File: src/hw/rtl/mexp_ram.sv
// Generic single-write, single-read RAM with registered read data.
// No dependencies.
module mexp_ram #(
    parameter int WIDTH = 32,
    parameter int DEPTH = 64
) (
    input  logic                                   clk,
    input  logic                                   we,
    input  logic [(DEPTH > 1 ? $clog2(DEPTH) : 1)-1:0] waddr,
    input  logic [WIDTH-1:0]                       wdata,
    input  logic [(DEPTH > 1 ? $clog2(DEPTH) : 1)-1:0] raddr,
    output logic [WIDTH-1:0]                       rdata
);

    logic [WIDTH-1:0] mem [DEPTH];

    always_ff @(posedge clk)
    begin
        if (we)
        begin
            mem[waddr] <= wdata;
        end
        rdata <= mem[raddr];
    end

endmodule

File: config.mk
export PLATFORM = sky130hd
export DESIGN_NAME = mexp_ram
export DESIGN_NICKNAME = d
export VERILOG_FILES = /design/src/hw/rtl/mexp_ram.sv
export SDC_FILE = /design/constraint.sdc
export NUM_CORES = 2
export LEC_CHECK = 0
export ABC_AREA = 1
export BUFFER_PORTS_ARGS = -buffer_cell sky130_fd_sc_hd__buf_4
export CORE_MARGIN = 10
export CORE_UTILIZATION = 30
export DETAILED_ROUTE_END_ITERATION = 12
export PLACE_DENSITY = 0.43
export RECOVER_POWER = 25
export SLEW_MARGIN = 0
export SYNTH_ARGS = -nofsm -noshare
export SYNTH_HDL_FRONTEND = slang
export SYNTH_SLANG_ARGS = --single-unit
export TNS_END_PERCENT = 5
File: constraint.sdc
create_clock -name clk -period 14.5 [get_ports clk]
set_input_delay 2.9 -clock clk [delete_from_list [all_inputs] [get_ports clk]]
set_output_delay 2.9 -clock clk [all_outputs]
set_load 0.005 [all_outputs]
==> qor.yml <==
synthesis:
  ys_seq_area_frac: 0.7510
  synth.distinct_cells: 16
  postSynthCellCount: 6769
  syn_area_um2: 82740
  yosysWarnings: 0
  syn_nets: 6815
  yosysTopAreaCell: "edfxtp_1"
  yosysTopAreaCellShare: 0.7433
  yosys-top-cells-area: "edfxtp_1 74%, nand3_1 12%, nand2_1 10%, buf_2 1.7%, dfxtp_1 0.77%"
  synth_area_per_cell_um2: 12.22
  synth-seq-cells: 2080
timing:
  slew-limit-headroom: -1.217
  final.min_clock_period_ns: 6.320
  fin_crit_sh: 0.4359
  finalSetupViolCount: 0
  setup_tns_ns: 0
  fin_ws_ns: 8.180
  slew_violations: 2012
  fmax_mhz: 158.2
  rsz0062_at_grt: "false"
  finalHoldViolCount: 0
  whs_ns: 0.7933
  skew_ns: 0.03811
  tightestPinTransition_ns: 3.325
route:
  wirelength_um: 275000
  antenna_left: 0
  drt-wirelength-per-cell_um: 25.90
  vias_per_cell: 4.986
  drt_iter0_markers: 4808
  first_pass_iters: 5
  vias: 52940
  drc_errors: 0
worst_setup_path:
  path_max_fanout: 224
  slowest_delay_ns: 0.67
  reg2reg_depth: 8
  path_delay_family: "buffers and inverters"
  path_cells: "buf_8 -> inv_16 -> buf_12 -> buf_12 -> nand2_1 -> nand3_1 -> nand3_1 -> nand3_1 -> nand3_1 -> nand2_1 -> nand2_1 -> nand2_1"
  regToRegEndpoint: "rdata[30]$_DFF_P_"
  start_kind: "primary input"
  crit_buf_inv: 4
  reg2reg_setup_slack_ns: 12.73
  cp.arrival_ns: 7.09
  crit_slowest_cell: "buf_12"
  cp.required_ns: 15.27
  worstSetupPathType: "primary input to flop"
  cp-end-kind: "flop"
  r2r-start: "mem[61][30]$_DFFE_PP_"
placement:
  placedCellCount: 10210
  dp_worst_setup_slack_ns: 7.354
  gp_congestion: 0.7586
  place_area_um2: 87300
  io_buffer_count: 77
  hpwl_um: 135800
cts:
  numCtsBuffers: 220
  cts_tree: "yes"
  clkSinkCount: 2080
  clk_pin_slew_ns: 0.06
  ctsResizeCount: 0
  cts_root_buf: "clkbuf_16"
  post_cts_buffers: 0
  htreeDepth: 4
  ctsHoldBuffers: 0
  insertion_delay_ns: 0.86
  clk_path_buf_depth: 3
die:
  die_x_um: 545.2
  start_util: 0.3019
  rows: 192
  die_y_um: 545.2
  io_pins: 78
  dieArea_um2: 297200
  coreArea_um2: 274100
status:
  outcome: "complete, but fails checks"
  failed_checks: "max-capacitance violations, max-slew violations"
final_layout:
  synthToLayoutAreaGrowth_pct: 13.70
  final-seq-area_um2: 62140
  fill_cells: 26870
  final_cell_area_um2: 94070
  fin_cells: 10620
  multiInputGateArea_um2: 18770
  final_cell_mix: "2248 x nand2_1, 2048 x edfxtp_1, 1907 x nand3_1"
  utilization: 0.3432
  drive_above_1_share: 0.07872
  final_nets: 6792
  mostFrequentLayoutCell: "nand2_1"
grt:
  antenna_found_initial: 16
  groute.usage.overall: 0.1779
  grt_pass1_vias: 51030
  grt_overflow: 0
  grt_pass1_wl_um: 391400
  grt_max_degree: 225
power:
  ir_drop_v: 0.00009375
  power_density_nw_per_um2: 137.2
  power_mw: 12.91
  p_leak_nw: 32.18
min_path:
  holdPathEnd: "rdata[27]$_DFF_P_"
  whs_path_depth: 8
  min_from: "mem[26][27]$_DFFE_PP_"
  hold_class: "flop to flop"
flow_run:
  cap_violations: 29
==> sequential cells by signal, summed over array words and instances, names as in the netlist <==
name and count:
mem 2048, rdata 32
==> logic make-up after synthesis <==
family,Yosys count,share of synthesized area
simple gates,4228,0.2212
flops,2080,0.7510
buf+inv,461,0.02779
==> area by class of cell <==
cell class	instances	area share
flip-flops and latches	2080	0.6605
inverters	12	0.0008911
clock buffers	285	0.06234
repair buffers	204	0.01685
diodes	7	0.0001862
well taps	3686	0.04902
multi-input cells	4228	0.1995
clock inverters	114	0.01065
==> synthesized netlist by cell type <==
cell type / n
buf_1: 40
buf_2: 282
buf_4: 45
buf_6: 3
buf_8: 2
clkbuf_1: 77
dfxtp_1: 32
edfxtp_1: 2048
inv_1: 9
inv_2: 2
inv_4: 1
nand2_1: 2248
nand3_1: 1907
nand4_1: 9
nor2_1: 56
nor4_1: 8
==> worst max-delay path by stage <==
stage             start                   end  depth (start not counted)
6_report       raddr[0]     rdata[30]$_DFF_P_                         12
5_1_grt        raddr[0]     rdata[19]$_DFF_P_                         13
4_1_cts        raddr[0]      rdata[5]$_DFF_P_                         13
3_5_place_dp   raddr[0]      rdata[5]$_DFF_P_                         13
3_3_place_gp   raddr[0]     rdata[22]$_DFF_P_                         13
2_1_floorplan        we  mem[48][0]$_DFFE_PP_                          3
==> per-layer routing <==
layer | GRT usage | vias to the layer above | share of wire
li1 | - | 24100 | -
met1 | 0.2439 | 27070 | 0.44
met2 | 0.2992 | 1432 | 0.49
met3 | 0.02239 | 335 | 0.046
met4 | 0.04437 | 2 | 0.023
met5 | 0 | - | 0.000047
==> worst register-to-register path, stage by stage, from the launching register on <==
cell      delay [ns]
edfxtp_1        0.37
nand2_1         0.09
nand3_1         0.09
nand3_1         0.12
nand3_1         0.14
nand3_1         0.28
nand2_1         0.17
nand2_1         0.23
nand2_1         0.17
==> power breakdown <==
| part | internal, mW | switching [mW] | total [mW] |
|---|---|---|---|
| clock | 3.07 | 2.37 | 5.44 |
| sequential | 6.67 | 0.0389 | 6.71 |
| combinational | 0.174 | 0.589 | 0.763 |
Power figures use the tool's default switching activity.
