$ cat src/hw/rtl/mexp_pkg.sv
// Shared types and constants for the modular exponentiation core.
// Holds the word, cell and payload types and the control encodings.
// No dependencies.
package mexp_pkg;

    localparam int WORD_BITS = 32;
    localparam int BIT_W     = $clog2(WORD_BITS);

    typedef logic [WORD_BITS-1:0] word_t;

    // Item kinds on the input channel
    localparam logic [1:0] KIND_BASE  = 2'd0;
    localparam logic [1:0] KIND_EXP   = 2'd1;
    localparam logic [1:0] KIND_MOD   = 2'd2;
    localparam logic [1:0] KIND_START = 2'd3;

    // Configuration register indexes
    localparam logic [1:0] CFG_MODULUS_WORDS  = 2'd0;
    localparam logic [1:0] CFG_BASE_WORDS     = 2'd1;
    localparam logic [1:0] CFG_EXPONENT_WORDS = 2'd2;

    typedef struct packed {
        logic [1:0]  kind;
        logic [5:0]  word_index;
        logic [31:0] word_value;
    } in_item_t;

    typedef struct packed {
        logic [31:0] result_word;
        logic [5:0]  result_index;
        logic        last;
        logic        status;
    } out_item_t;

    // One word slice of every long operand
    typedef struct packed {
        word_t r;   // remainder word
        word_t d;   // trial difference word
        word_t m;   // modulus word
        word_t a;   // multiplier word, shifted out MSB first
        word_t b;   // multiplicand word
        word_t g;   // reduced base word
    } cell_t;

    typedef enum logic [3:0] {
        OP_ROTATE,
        OP_LOADM,
        OP_DOUBLE,
        OP_ADD,
        OP_SETUP_SQ,
        OP_SETUP_MUL,
        OP_RES_G,
        OP_SET_ACC,
        OP_RESOLVE,
        OP_CLEAR
    } op_t;

    typedef struct packed {
        op_t  op;
        logic first;
        logic bitin;
    } pe_ctrl_t;

    typedef struct packed {
        logic carry;
        logic borrow;
        logic acarry;
        logic sel;
    } pe_flags_t;

    typedef enum logic [4:0] {
        S_IDLE,
        S_PASS,
        S_MCHECK,
        S_BFETCH,
        S_BLATCH,
        S_BPASS,
        S_BNEXT,
        S_EINIT,
        S_EFETCH,
        S_ELATCH,
        S_EBIT,
        S_MLOOP,
        S_MCHK,
        S_MCNT,
        S_ENEXT,
        S_FIN,
        S_FIN1,
        S_FIN2,
        S_OUT
    } state_t;

endpackage

$ cat src/hw/rtl/mexp_cell.sv
// One word cell of the operand ring: holds a slice of every long operand.
// Depends on mexp_pkg.
module mexp_cell
    import mexp_pkg::*;
(
    input  logic  clk,
    input  logic  shift,
    input  logic  take_tail,
    input  cell_t from_next,
    input  cell_t from_pe,
    output cell_t q
);

    cell_t q_reg;

    // Advance toward the head; the tail cell takes the processed word
    always_ff @(posedge clk)
    begin
        if (shift)
        begin
            q_reg <= take_tail ? from_pe : from_next;
        end
    end

    assign q = q_reg;

endmodule

$ cat config.mk
export PLATFORM = sky130hd
export DESIGN_NAME = mexp_cell
export DESIGN_NICKNAME = d
export VERILOG_FILES = /design/src/hw/rtl/mexp_pkg.sv /design/src/hw/rtl/mexp_cell.sv
export SDC_FILE = /design/constraint.sdc
export NUM_CORES = 1
export LEC_CHECK = 0
export ABC_AREA = 1
export ABC_CLOCK_PERIOD_IN_PS = 1500
export BUFFER_PORTS_ARGS = -buffer_cell sky130_fd_sc_hd__buf_2
export CAP_MARGIN = 20
export CORE_AREA = 4 4 224 226
export CTS_CLUSTER_DIAMETER = 80
export DETAILED_ROUTE_END_ITERATION = 7
export DIE_AREA = 0 0 228 230
export PLACE_DENSITY_LB_ADDON = 0.3
export SKIP_LAST_GASP = 1
export SLEW_MARGIN = 5
export SYNTH_ARGS = -nofsm -noshare
export SYNTH_HDL_FRONTEND = slang
export SYNTH_SLANG_ARGS = --single-unit
$ cat constraint.sdc
create_clock -name clk -period 1.5 [get_ports clk]
set_input_delay 0.075 -clock clk [delete_from_list [all_inputs] [get_ports clk]]
set_output_delay 0.075 -clock clk [all_outputs]
set_load 0.005 [all_outputs]
==> summary.md <==
| Metric | Value |
|---|---|
| Syn_area_per_cell | `10.04 µm²` |
| Syn. warnings | `0` |
| Number of gates resized after CTS | `0` |
| Row count | `81` |
| Number of remaining DRC errors | `0` |
| Ys flop type | `edfxtp_1` |
| First-pass GRT wire length | `52,690 µm` |
| Total GRT Usage | `0.1280` |
| Relative slew margins | `0.6953` |
| Leakage power | `8.042 nW` |
| Max cap viols | `0` |
| Distinct cells, synth | `5` |
| TritonRoute pass-1 iters | `6` |
| Slew Viols, Final | `0` |
| CTS tree | `yes` |
| Psw | `3.526 mW` |
| Clock Power Share | `0.320` |
| Setup crit end kind | `flip-flop` |
| PwrDens | `around 860 nW/µm²` |
| Dpl hpwl | `between 20,000 and 25,000 µm` |
| ANT nets after route | `0` |
| CTS Buf Count | `17` |
| Die W | `228 µm` |
| Initial antenna violation count | `2` |
| CP arrival | `around 1500 ps` |
| Syn Nets | `approximately 1,200` |
| Vias in the first global route | `10,150` |
| Final Setup Violations | `0` |
| Share of cells above drive strength 1 | `0.3614` |
| Area share of the largest cell type after synthesis | `0.7084` |
| Final TNS setup | `0 ps` |
| Final nets | `~2,200` |
| Total power | `14.10 mW` |
| Max FO, Critical Path | `1` |
| Final Hold Viols | `0` |
| Int Pwr | `approximately 11 mW` |
| Final instance area | `16,470 µm²` |
| Register share of total power | `0.469` |
| FMAX | `782.7 MHz` |
| Synth Register Bits | `192` |
| Peak VDD IR | `~560 µV` |
| Mapped Cells | `roughly 800` |
| Initial Util | `0.1684` |
| Clk buf depth | `2` |
| Count leader, synth | `nand2_1` |
| Vias/cell | `a little under 4` |
| Post-layout min period | `about 1300 ps` |
| Cell accounting for the most synthesized area | `edfxtp_1` |
| Largest net degree at the start of global routing | `84` |
| Synth async-reset ratio | `0` |
| Status | `finished clean` |
| Switching share of power | `0.2500` |
| Die Y | `around 230 µm` |
| Port buffer count | `578` |
| Post-synth EDFFs | `192` |
| Worst-margin pin slew | `457.1 ps` |
| Hold/Removal Path Class | `input port to flip-flop` |
| Drt wl/cell | `14.04 µm` |
| Clock transition at path regs | `70 ps` |
| Iteration-0 DRC Markers | `between 300 and 400` |
| Die ar. | `52,440 µm²` |
| Placed cell area | `12,050 µm²` |
| Via count | `9,396` |
| Post-synthesis sequential area ratio | `0.7084` |
| Mapped Area | `~8000 µm²` |
| Final wirelength | `34,120 µm` |
| H-tree depth | `4` |
| Period Utilization, post-route | `0.8517` |
| Cts hold-fix bufs | `384` |
| Total setup buffers inserted after CTS | `0` |
| Core footprint | `between 40,000 and 50,000 µm²` |
| Worst path required time | `1710 ps` |
| Largest register FFs | `192` |
| Synth-to-layout area growth | `102.4%` |
| IO Count | `between 500 and 600` |
| Placer Congestion | `0.8886` |
| Gate power share | `0.211` |
| Root Buffer | `clkbuf_16` |
| Post-synth top cells | `nand2_1 (576), edfxtp_1 (192), buf_2 (40), clkbuf_1 (2), inv_2 (1)` |
| Total grt overflow | `0` |
| Type of origin of the critical path | `input port` |
| WS Path Type | `input port to flip-flop` |
| Top post-synthesis cells by area | `edfxtp_1 (71%), nand2_1 (27%), buf_2 (2.5%), clkbuf_1 (0.092%), inv_2 (0.046%)` |
| RSZ-0062 raised after global routing | `false` |
| CTS sink count | `192` |
power by group through the flow:
stage | clock network (mW) | logic, mW | registers [mW]
2_1_floorplan | 0 | 0.486 | 6.80
3_3_place_gp | 0 | 2.04 | 6.71
3_5_place_dp | 0 | 2.03 | 6.73
4_1_cts | 4.73 | 2.97 | 6.62
5_1_grt | 4.96 | 3.25 | 6.66
6_report | 4.52 | 2.97 | 6.61
critical path, stage by stage:
cell           delay, ps
dlygate4sd3_1        570
buf_2                130
nand2_1               50
nand2_1               70
dlygate4sd3_1        580
routing by layer:
layer	vias up	track usage	share of wire
li1	4576	-	-
met1	4275	0.1337	0.38
met2	476	0.2251	0.49
met3	69	0.05079	0.091
met4	0	0.06200	0.038
met5	-	0	0
stage by stage:
stage | utilization | hold slack (ps) | std cells | worst slack, ps
detailed placement | 0.2493 | 343.2 | 2013 | 340.8
global placement | 0.2493 | 339.9 | 2013 | 363.7
global route | 0.3407 | 129.2 | 2429 | 235.4
floorplan | - | 187.5 | 811 | 759.9
finish | 0.3408 | 155.0 | 2430 | 222.4
CTS | 0.3407 | 114.0 | 2429 | 271.0
path summary, 6_finish.rpt:
check	start	endpoint	slack [ps]	depth (start not counted)
setup / recovery	from_next[186]	q[186]	220	5
hold / removal	shift	q[134]	150	1
kinds of logic after synthesis:
| group | Yosys count | synth area share |
|---|---|---|
| flops | 192 | 0.7084 |
| simple gates | 576 | 0.2656 |
| buf+inv | 43 | 0.02598 |
cell type report:
class                   count  area [µm²]
fillers                  4879       31870
repair buffers           1006        7182
flip-flops and latches    192        5766
multi-input cells         576        2162
well taps                 622       778.2
clock buffers              17       425.4
clock inverters            15       150.1
inverters                   1       8.758
diodes                      1       2.502
layout by cell type (no fill, tap or decap):
| cell type | Yosys | layout |
|---|---|---|
| clkinvlp_4 | 0 | 2 |
| buf_6 | 0 | 1 |
| edfxtp_1 | 192 | 192 |
| inv_6 | 0 | 5 |
| buf_12 | 0 | 8 |
| buf_4 | 0 | 36 |
| nand2_1 | 576 | 576 |
| clkinv_4 | 0 | 2 |
| inv_8 | 0 | 4 |
| dlygate4sd3_1 | 0 | 384 |
| diode_2 | 0 | 1 |
| clkbuf_8 | 0 | 1 |
| clkinv_1 | 0 | 2 |
| bufinv_16 | 0 | 1 |
| clkbuf_16 | 0 | 17 |
| buf_2 | 40 | 576 |
Note: power is estimated with default switching activity, not from simulation.
