[src/hw/rtl/mexp_pkg.sv]
// Shared types and constants for the modular exponentiation core.
// Holds the word, cell and payload types and the control encodings.
// No dependencies.
package mexp_pkg;

    localparam int WORD_BITS = 32;
    localparam int BIT_W     = $clog2(WORD_BITS);

    typedef logic [WORD_BITS-1:0] word_t;

    // Item kinds on the input channel
    localparam logic [1:0] KIND_BASE  = 2'd0;
    localparam logic [1:0] KIND_EXP   = 2'd1;
    localparam logic [1:0] KIND_MOD   = 2'd2;
    localparam logic [1:0] KIND_START = 2'd3;

    // Configuration register indexes
    localparam logic [1:0] CFG_MODULUS_WORDS  = 2'd0;
    localparam logic [1:0] CFG_BASE_WORDS     = 2'd1;
    localparam logic [1:0] CFG_EXPONENT_WORDS = 2'd2;

    typedef struct packed {
        logic [1:0]  kind;
        logic [5:0]  word_index;
        logic [31:0] word_value;
    } in_item_t;

    typedef struct packed {
        logic [31:0] result_word;
        logic [5:0]  result_index;
        logic        last;
        logic        status;
    } out_item_t;

    // One word slice of every long operand
    typedef struct packed {
        word_t r;   // remainder word
        word_t d;   // trial difference word
        word_t m;   // modulus word
        word_t a;   // multiplier word, shifted out MSB first
        word_t b;   // multiplicand word
        word_t g;   // reduced base word
    } cell_t;

    typedef enum logic [3:0] {
        OP_ROTATE,
        OP_LOADM,
        OP_DOUBLE,
        OP_ADD,
        OP_SETUP_SQ,
        OP_SETUP_MUL,
        OP_RES_G,
        OP_SET_ACC,
        OP_RESOLVE,
        OP_CLEAR
    } op_t;

    typedef struct packed {
        op_t  op;
        logic first;
        logic bitin;
    } pe_ctrl_t;

    typedef struct packed {
        logic carry;
        logic borrow;
        logic acarry;
        logic sel;
    } pe_flags_t;

    typedef enum logic [4:0] {
        S_IDLE,
        S_PASS,
        S_MCHECK,
        S_BFETCH,
        S_BLATCH,
        S_BPASS,
        S_BNEXT,
        S_EINIT,
        S_EFETCH,
        S_ELATCH,
        S_EBIT,
        S_MLOOP,
        S_MCHK,
        S_MCNT,
        S_ENEXT,
        S_FIN,
        S_FIN1,
        S_FIN2,
        S_OUT
    } state_t;

endpackage

[src/hw/rtl/mexp_pe.sv]
// Word processing element at the head of the ring: double, add and
// trial-subtract one word per cycle, with carry and borrow held between words.
// Depends on mexp_pkg.
module mexp_pe
    import mexp_pkg::*;
(
    input  cell_t     head,
    input  word_t     mword,
    input  pe_ctrl_t  ctrl,
    input  pe_flags_t flags,
    output cell_t     nxt,
    output pe_flags_t flags_out
);

    word_t                cur;
    logic                 cin;
    logic                 bin;
    logic                 ain;
    logic [WORD_BITS:0]   pre;
    logic [WORD_BITS:0]   diff;

    always_comb
    begin
        cur  = flags.sel ? head.d : head.r;
        cin  = ctrl.first ? ((ctrl.op == OP_DOUBLE) ? ctrl.bitin : 1'b0) : flags.carry;
        bin  = ctrl.first ? 1'b0 : flags.borrow;
        ain  = ctrl.first ? 1'b0 : flags.acarry;
        nxt  = head;
        flags_out = flags;
        pre  = '0;
        diff = '0;
        case (ctrl.op)
            OP_DOUBLE:
            begin
                pre  = {1'b0, cur[WORD_BITS-2:0], cin};
                diff = pre - {1'b0, head.m} - {{WORD_BITS{1'b0}}, bin};
                nxt.r = pre[WORD_BITS-1:0];
                nxt.d = diff[WORD_BITS-1:0];
                nxt.a = {head.a[WORD_BITS-2:0], ain};
                flags_out.carry  = cur[WORD_BITS-1];
                flags_out.borrow = diff[WORD_BITS];
                flags_out.acarry = head.a[WORD_BITS-1];
                flags_out.sel    = cur[WORD_BITS-1] | ~diff[WORD_BITS];
            end
            OP_ADD:
            begin
                pre  = {1'b0, cur} + {1'b0, head.b} + {{WORD_BITS{1'b0}}, cin};
                diff = {1'b0, pre[WORD_BITS-1:0]} - {1'b0, head.m}
                     - {{WORD_BITS{1'b0}}, bin};
                nxt.r = pre[WORD_BITS-1:0];
                nxt.d = diff[WORD_BITS-1:0];
                flags_out.carry  = pre[WORD_BITS];
                flags_out.borrow = diff[WORD_BITS];
                flags_out.sel    = pre[WORD_BITS] | ~diff[WORD_BITS];
            end
            OP_LOADM:
            begin
                nxt.m = mword;
                nxt.r = '0;
                flags_out.sel = 1'b0;
            end
            OP_SETUP_SQ:
            begin
                nxt.a = cur;
                nxt.b = cur;
                nxt.r = '0;
                flags_out.sel = 1'b0;
            end
            OP_SETUP_MUL:
            begin
                nxt.a = cur;
                nxt.b = head.g;
                nxt.r = '0;
                flags_out.sel = 1'b0;
            end
            OP_RES_G:
            begin
                nxt.g = cur;
            end
            OP_SET_ACC:
            begin
                nxt.r = head.g;
                flags_out.sel = 1'b0;
            end
            OP_RESOLVE:
            begin
                nxt.r = cur;
                flags_out.sel = 1'b0;
            end
            OP_CLEAR:
            begin
                nxt.r = '0;
                flags_out.sel = 1'b0;
            end
            default:
            begin
                nxt = head;
            end
        endcase
    end

endmodule

[config.mk]
export PLATFORM = sky130hd
export DESIGN_NAME = mexp_pe
export DESIGN_NICKNAME = d
export VERILOG_FILES = /design/src/hw/rtl/mexp_pkg.sv /design/src/hw/rtl/mexp_pe.sv
export SDC_FILE = /design/constraint.sdc
export NUM_CORES = 1
export LEC_CHECK = 0
export BUFFER_PORTS_ARGS = -buffer_cell sky130_fd_sc_hd__buf_2
export CAP_MARGIN = 20
export CORE_MARGIN = 8
export CORE_UTILIZATION = 28
export DETAILED_ROUTE_END_ITERATION = 8
export GPL_TIMING_DRIVEN = 0
export PLACE_DENSITY_LB_ADDON = 0.2
export SLEW_MARGIN = 20
export SYNTH_ARGS = -nofsm -noshare
export SYNTH_HDL_FRONTEND = slang
export SYNTH_SLANG_ARGS = --single-unit
[constraint.sdc]
create_clock -name vclk -period 10.2
set_clock_uncertainty 0.1 [all_clocks]
set_input_delay 1.02 -clock vclk [all_inputs]
set_output_delay 1.02 -clock vclk [all_outputs]
set_load 0.02 [all_outputs]
==> metrics, run 1 <==
status completed; Die X slightly above 200 um; post-synthesis mux area share between 8 and 9%; DRC 0; worst hold path startpoint mword[1]; combinational power share 100.0%; syn_nets 1,890; maxcap violations 0; share of cells above drive strength 1 about a quarter; fin nets between 2,000 and 2,500; # setup viols final 0; Power, Total 1.51 mW; Worst setup EP type output port; die area a little over 0.04 mm^2; clock network fraction of design power 0%; grt ovf 0; Tightest Pin Transition about 1.2 ns; P&R area growth vs syn 28.0%; vias per cell approximately 5.6; Synth Instances 1,499; Lkg Pwr 6.43 nW; Post-Synth Simple-Gate Area roughly 17%; sw power about 0.92 mW; crit path kind primary input to output port; cts repair resizes 0; IO Count 430; Internal between 0.5 and 0.6 mW; first-pass GRT wire length about 85 mm; YS warnings 0; DR vias between 10,000 and 15,000; final-layout fill cell count between 3,000 and 4,000; Post-Synth XOR/XNOR Area around 7.3%; initial antenna violation count 3; Tmin final between 9 and 10 ns; number of global-route vias before repair about 13,000; crit path max-delay cell type clkbuf_1; PwrDens 121 mW/mm^2; largest stage delay on the critical path 0.62 ns; Slew Limit Fails 0; max_slew headroom a little over a fifth; VDD IR max approximately 43 uV; CP Max Fanout 10; fmax slightly above 0.1 GHz; Critical Path Source Type primary input; RePlAce Congestion 0.930; Seq pwr share 0%; Worst EP arrival about 8.7 ns; dpl hpwl about 50 mm; average cell area after synthesis 6.53 um^2; Synth Area in Adders 20.5%; CLK BUF 0; synth unique cells 74; FP Rows 68; Fin. Hold Viols 0; RSZ-0062 raised after global routing false; TNS Setup 0 ns; compound-gate portion of the synthesized area around 37%; Sequential Area 0 um^2; largest net degree at the start of global routing 11; total track usage a little over a quarter; CTS Hold Bufs 0; Vert. Die Dim ~200 um; Post-Route WL 59.9 mm; sequential area share after synthesis 0%; Wirelength per Cell around 25 um; # Post-CTS Setup Buffers 0; Buffers on Ports around 430; FFs & Latches 0; antenna-violating nets left 0; TritonRoute pass-1 iters 6; final worst path period share a little over nine tenths; Hold WC Path Type primary input to output port; synthesized area 0.00978 mm^2; initial core utilization between 20 and 30%; WP data required 9.08 ns; Iter 0 DRT Violations around 1,100; Worst Setup SP ctrl[5]; Switching Fraction just over 60%; core area 0.0345 mm^2; largest family of logic cells by synthesized area compound AO/OA/AOI/OAI gates
-- placed cells by master (no fill, tap or decap), drive strengths merged, types with 11 or more instances in the layout --
cell | Yosys | layout
buf | 20 | 450
inv | 180 | 180
a21oi | 165 | 165
nor2 | 154 | 154
ha | 151 | 151
o21ai | 132 | 132
nand2 | 118 | 118
clkbuf | 60 | 59
xnor2 | 53 | 53
a21o | 41 | 41
mux2i | 40 | 40
a221o | 39 | 39
mux2 | 33 | 33
a221oi | 30 | 30
xor2 | 29 | 29
o22ai | 27 | 27
nand2b | 25 | 25
o21bai | 24 | 24
a31oi | 20 | 20
nand3 | 14 | 14
nor3 | 12 | 12
o31ai | 11 | 11
-- metal layers --
metal | track usage (%) | part of all wire [%]
met2 | 46.2 | 47
met1 | 34.5 | 42
met3 | 3.73 | 7.1
met4 | 9.09 | 3.8
met5 | 0 | 0
-- cell type report --
cell class,count,area [um^2],share of cell area [%]
multi-input combinational,1239,8810,70.3
timing repair buffer,430,2150,17.2
inverter,180,676,5.40
buffer,79,307,2.45
tap,455,569,4.55
antenna,4,10.0,0.0799
-- synth_stat cells, types with 8 or more instances --
cell / count / area share [%]
xor2_1: 29 / 2.6
a21o_1: 41 / 3.1
and2_1: 10 / 0.64
nor3_1: 12 / 0.61
a221o_1: 38 / 3.9
o21ai_1: 8 / 0.41
a31oi_1: 18 / 1.2
a211oi_1: 9 / 0.69
clkbuf_1: 60 / 2.3
and3_1: 8 / 0.51
nor2b_1: 8 / 0.51
mux2i_1: 39 / 4.0
buf_1: 19 / 0.73
nor2_1: 154 / 5.9
inv_1: 179 / 6.9
nand2_1: 118 / 4.5
mux2_2: 33 / 3.8
ha_1: 151 / 19
nand2b_1: 24 / 1.5
xnor2_1: 53 / 4.7
o31ai_1: 10 / 0.77
o22ai_1: 27 / 1.7
a221oi_1: 28 / 2.5
nand4_1: 10 / 0.64
o21bai_1: 24 / 1.8
a21oi_1: 165 / 8.4
nand3_1: 14 / 0.72
o21ai_0: 122 / 6.2
-- cells by family (layout without fill, tap and decap cells) --
family,after synthesis,count (layout)
AO/OA/AOI/OAI,546,546
XOR/XNOR,82,82
adder cells (fa/ha/maj),157,157
buffers and inverters,260,689
multiplexers,73,73
other,0,4
AND/OR/NAND/NOR,381,381
-- power groups by stage --
stage | Clock (mW) | Combinational (mW) | Sequential, mW
floorplan | 0 | 1.05 | 0
global placement | 0 | 1.47 | 0
detailed placement | 0 | 1.48 | 0
CTS | 0 | 1.49 | 0
global route | 0.0000000394 | 1.65 | 0
finish | 0.0000000433 | 1.51 | 0
-- worst paths after layout --
check	to	slack, ns	cells past startpoint
worst max-delay path	nxt[159]	0.40	30
worst min-delay path	nxt[97]	2.27	4
-- worst max-delay path, delay by kind of cell --
family | cells | cell delay (ns)
buffers and inverters | 4 | 1.03
muxes | 1 | 0.31
AOI/OAI and AO/OA | 14 | 3.27
adders and majority gates | 4 | 1.52
and+or+nand+nor | 7 | 1.51
-- per-stage QoR --
stage                     setup WS (ns)  hold WS, ns  area [um^2]  utilization (%)  cells
after global routing             0.0870         2.29        12500             36.3   2386
final                             0.402         2.27        12500             36.3   2387
after CTS                         0.477         2.28        12500             36.3   2384
after global placement            0.263         2.26        12500             36.3   2383
after floorplan                    2.55         2.10         9780                -   1499
after detailed placement          0.511         2.28        12500             36.3   2384
(Power assumes the default switching activity.)
==> inputs of run 2 (changes only) <==
--- a/config.mk
+++ b/config.mk
@@ -5,7 +5,7 @@
 export SDC_FILE = /design/constraint.sdc
 export NUM_CORES = 1
 export LEC_CHECK = 0
-export BUFFER_PORTS_ARGS = -buffer_cell sky130_fd_sc_hd__buf_2
+export BUFFER_PORTS_ARGS = -buffer_cell sky130_fd_sc_hd__clkbuf_2
 export CAP_MARGIN = 20
 export CORE_MARGIN = 8
 export CORE_UTILIZATION = 28
==> run 2 against run 1 <==
Net effect: maximum frequency shrank 0.71%; critical endpoint unchanged; combinational power is essentially flat; die area is the same; non-clock buffer count grew 1; power shrank 0.11%; critical path depth is the same; clock-buffer cell count is the same.
==> metrics, run 2 (synthesized netlist as in run 1, its figures left out) <==
initial antenna violation count 1 (-2); IO Count 430 (unchanged); FP Rows 68 (unchanged); met1 wire length 25.4 mm (+0.22%); Tightest Pin Transition 1.08 ns (-0.0991 ns); TritonRoute pass-1 iters 5 (-1); RePlAce Congestion 0.915 (-1.6%); CP Max Fanout 10 (unchanged); die area 0.0412 mm^2 (unchanged); commonest non-fill, non-tap cell in the layout clkbuf_2; VDD IR max 47.2 uV (+9.1%); FFs & Latches 0 (unchanged); final cell count without fillers 2,385 (-0.084%); Wirelength per Cell 25.2 um (+0.28%); final-layout fill cell count 3,894 (-1.3%); vias per cell 5.58 (-0.49%); Die X 203 um (unchanged); WL met3 4.32 mm (+2.1%); fin nets 2,322 (+0.043%); antenna-violating nets left 0 (unchanged); grt ovf 0 (unchanged); status completed; Post-Route WL 60.0 mm (+0.20%); Slew Limit Fails 0 (unchanged); Iter 0 DRT Violations 1,192 (+12%); dpl hpwl 50.0 mm (about the same); Buffers on Ports 429 (unchanged); final worst path period share 96.7% (+0.68 points); PwrDens 120 mW/mm^2 (about the same); Hold WC Path Type primary input to output port; Worst Setup SP ctrl[2]; Lkg Pwr 6.51 nW (+1.2%); fin util 36.3% (about the same); Worst setup EP type output port; worst hold path startpoint head[95]; Fin. Hold Viols 0 (unchanged); RSZ-0062 raised after global routing false; WP data required 9.08 ns (about the same); total track usage 27.2% (+0.086 points); Min Hold Slack 2.27 ns (+0.00177 ns); DRC 0 (unchanged); fmax 0.101 GHz (-0.71%); Worst EP arrival 8.75 ns (+0.07 ns); Critical Path Source Type primary input; P&R area growth vs syn 28.0% (about the same); max_slew headroom 27.7% (+6.6 points); crit path kind primary input to output port; share of cells above drive strength 1 25.6% (+0.039 points); CLK BUF 0 (unchanged); most frequent cells in the layout clkbuf_2, inv_1, a21oi_1; initial core utilization 28.4% (unchanged); largest stage delay on the critical path 0.64 ns (+0.02 ns); number of global-route vias before repair 12,900 (-0.35%); crit path buf inv count 6 (+2); routed wl met2 28.7 mm (+2.2%); Sequential Area 0 um^2 (unchanged); DR vias 13,300 (-0.58%); largest net degree at the start of global routing 11 (unchanged); CTS Hold Bufs 0 (unchanged); critical path's top delay family compound AO/OA/AOI/OAI gates; DR top layer met4; maxcap violations 0 (unchanged); Vert. Die Dim 203 um (unchanged); # setup viols final 0 (unchanged); Tmin final 9.87 ns (+0.0696 ns); TNS Setup 0 ns (unchanged); crit path max-delay cell type a2111oi_1; first-pass GRT wire length 85.7 mm (+0.66%); core area 0.0345 mm^2 (unchanged); placed cells 2,384 (unchanged)
## run 2: cell count changes in the layout (fill, tap and decap cells not counted)
cell      change
diode_2       -3
buf_2       -429
clkbuf_2    +430
## run 2: final timing paths
| path | end | slack [ns] | depth (start not counted) |
|---|---|---|---|
| max | nxt[159] | 0.33 | 30 |
| min | flags_out[1] | 2.27 | 4 |
## run 2: timing repair
action / in CTS / in global routing
endpoints found under the hold margin: 0 / 0
gates resized for setup: 0 / 3
setup endpoints to repair: 0 / 1
setup buffers: 0 / 0
## run 2: routing by layer
metal / global-route usage, % / vias up
met5: 0 / -
met4: 6.11 / 0
met3: 2.96 / 75
met2: 47.7 / 653
met1: 35.1 / 6279
li1: - / 6294
## run 2: power breakdown
part | total [mW] | internal (mW) | switching, mW
registers | 0 | 0 | 0
logic | 1.51 | 0.582 | 0.925
clock network | 0.0000000131 | 0.0000000131 | 0
## run 2: metrics by stage
| stage | setup slack (ns) | instance area, um^2 | power (mW) |
|---|---|---|---|
| finish | 0.333 | 12500 | 1.51 |
| global route | 0.0268 | 12500 | 1.65 |
| CTS | 0.498 | 12500 | 1.49 |
| detailed placement | 0.494 | 12500 | 1.48 |
| global placement | 0.258 | 12500 | 1.48 |
| floorplan | 2.55 | 9780 | 1.05 |
## run 2: worst min-delay path: stages
cell and delay (ns):
clkbuf_2 0.09, nand2_1 0.05, nand2_1 0.04, clkbuf_2 0.15
## run 2: layout make-up
cell class | instances | area [um^2] | area share (%)
multi-input cells | 1239 | 8810 | 70.3
well taps | 455 | 569 | 4.55
inverters | 180 | 676 | 5.40
diodes | 1 | 2.50 | 0.0200
repair buffers | 430 | 2150 | 17.2
plain buffers | 80 | 312 | 2.49
==> inputs of run 3 (changes only) <==
==> constraint.sdc (replaced) <==
create_clock -name vclk -period 10.2
set_clock_uncertainty 0.1 [all_clocks]
set_input_delay 0.51 -clock vclk [all_inputs]
set_output_delay 0.51 -clock vclk [all_outputs]
set_load 0.02 [all_outputs]
==> run 3 against run 2 <==
Net effect: flip-flop and latch count did not move; largest power group unchanged; critical path depth is the same; clock-buffer cell count did not move; combinational power barely moved; maximum frequency is 12% higher; setup slack better by 1.0 ns; worst hold slack lost 1.0 ns; via count barely moved; non-clock buffer count is the same; routed wire length is essentially flat; utilization about the same.
==> metrics, run 3 (synthesized netlist as in run 1, its figures left out) <==
Worst EP arrival 8.24 ns (-0.51 ns); crit path kind primary input to output port; fin nets 2,322 (unchanged); # setup viols final 0 (unchanged); Sequential Area 0 um^2 (unchanged); Switching Fraction 61.4% (about the same); commonest non-fill, non-tap cell in the layout clkbuf_2; Buffers on Ports 429 (unchanged); die area 0.0412 mm^2 (unchanged); TNS Setup 0 ns (unchanged); Critical Path Source Type primary input; sw power 0.925 mW (about the same); CTS Hold Bufs 0 (unchanged); RePlAce Congestion 0.915 (unchanged); share of cells above drive strength 1 25.5% (-0.052 points); IO Count 430 (unchanged); vias per cell 5.57 (about the same); first-pass GRT wire length 85.7 mm (unchanged); # Post-CTS Setup Buffers 0 (unchanged); P&R area growth vs syn 28.0% (about the same); VDD IR max 47.2 uV (about the same); core area 0.0345 mm^2 (unchanged); final worst path period share 86.7% (-10 points); RSZ-0062 raised after global routing false; Vert. Die Dim 203 um (unchanged); grt ovf 0 (unchanged); status completed; largest stage delay on the critical path 0.64 ns (about the same); initial core utilization 28.4% (unchanged); PwrDens 120 mW/mm^2 (about the same); antenna-violating nets left 0 (unchanged); dpl hpwl 50.0 mm (unchanged); worst slack, placed 1.51 ns (+1.02 ns); Seq pwr share 0% (unchanged); Wirelength per Cell 25.2 um (about the same); maxcap violations 0 (unchanged); largest net degree at the start of global routing 11 (unchanged); Final Worst Setup Slack 1.35 ns (+1.02 ns); combinational power share 100.0% (about the same); FFs & Latches 0 (unchanged); cts repair resizes 0 (unchanged); Internal 0.582 mW (about the same); most frequent cells in the layout clkbuf_2, inv_1, a21oi_1; Tmin final 8.85 ns (-1.02 ns); DR vias 13,300 (-0.060%); FP Rows 68 (unchanged); crit path max-delay cell type a2111oi_1; TritonRoute pass-1 iters 5 (unchanged); fin util 36.3% (about the same); Lkg Pwr 6.51 nW (about the same); Iter 0 DRT Violations 1,192 (unchanged); clock network fraction of design power 0% (unchanged); final-layout fill cell count 3,894 (unchanged); Fin. Hold Viols 0 (unchanged); CP Max Fanout 10 (unchanged); Post-Route WL 60.0 mm (about the same); max_slew headroom 23.8% (-4.0 points); WP data required 9.59 ns (+0.51 ns); Worst setup EP type output port; CLK BUF 0 (unchanged); Slew Limit Fails 0 (unchanged); DRC 0 (unchanged); total track usage 27.2% (unchanged); Min Hold Slack 1.25 ns (-1.02 ns); fmax 0.113 GHz (+12%); Tightest Pin Transition 1.14 ns (+0.0593 ns); number of global-route vias before repair 12,900 (unchanged); Die X 203 um (unchanged); Hold WC Path Type primary input to output port; Power, Total 1.51 mW (unchanged); initial antenna violation count 1 (unchanged)
[run 3: worst max-delay path: cells and delay by family]
family	cells	cell delay, ns
compound gates	15	3.75
buf+inv	6	1.38
fa+ha+maj	4	1.31
simple gates	4	1.09
xor+xnor	1	0.19
[run 3: power groups by stage]
stage                     logic, mW  registers (mW)  clock network [mW]
after floorplan                1.05               0                   0
after global placement         1.48               0                   0
after detailed placement       1.48               0                   0
after CTS                      1.49               0                   0
after global routing           1.65               0        0.0000000131
final                          1.51               0        0.0000000131
[run 3: layout make-up]
class                           instances  area (um^2)  area share [%]
Antenna cell                            1         2.50          0.0200
Timing Repair Buffer                  430         2150            17.2
Inverter                              180          676            5.40
Multi-Input combinational cell       1239         8810            70.3
Tap cell                              455          569            4.55
Buffer                                 80          310            2.48
[run 3: worst paths after layout]
check | start | endpoint | slack (ns) | depth (start not counted)
max | ctrl[2] | nxt[159] | 1.35 | 30
min | head[95] | flags_out[1] | 1.25 | 4
[run 3: layer usage]
layer / vias to the layer above / share of wire (%) / GRT usage, %
li1: 6294 / - / -
met1: 6275 / 42 / 35.1
met2: 649 / 48 / 47.7
met3: 75 / 7.2 / 2.96
met4: 0 / 2.7 / 6.11
met5: - / 0 / 0
[run 3: through the flow]
step           cells  instance area (um^2)
2_1_floorplan   1499                  9780
3_3_place_gp    2383                 12500
3_5_place_dp    2384                 12500
4_1_cts         2384                 12500
5_1_grt         2385                 12500
6_report        2385                 12500
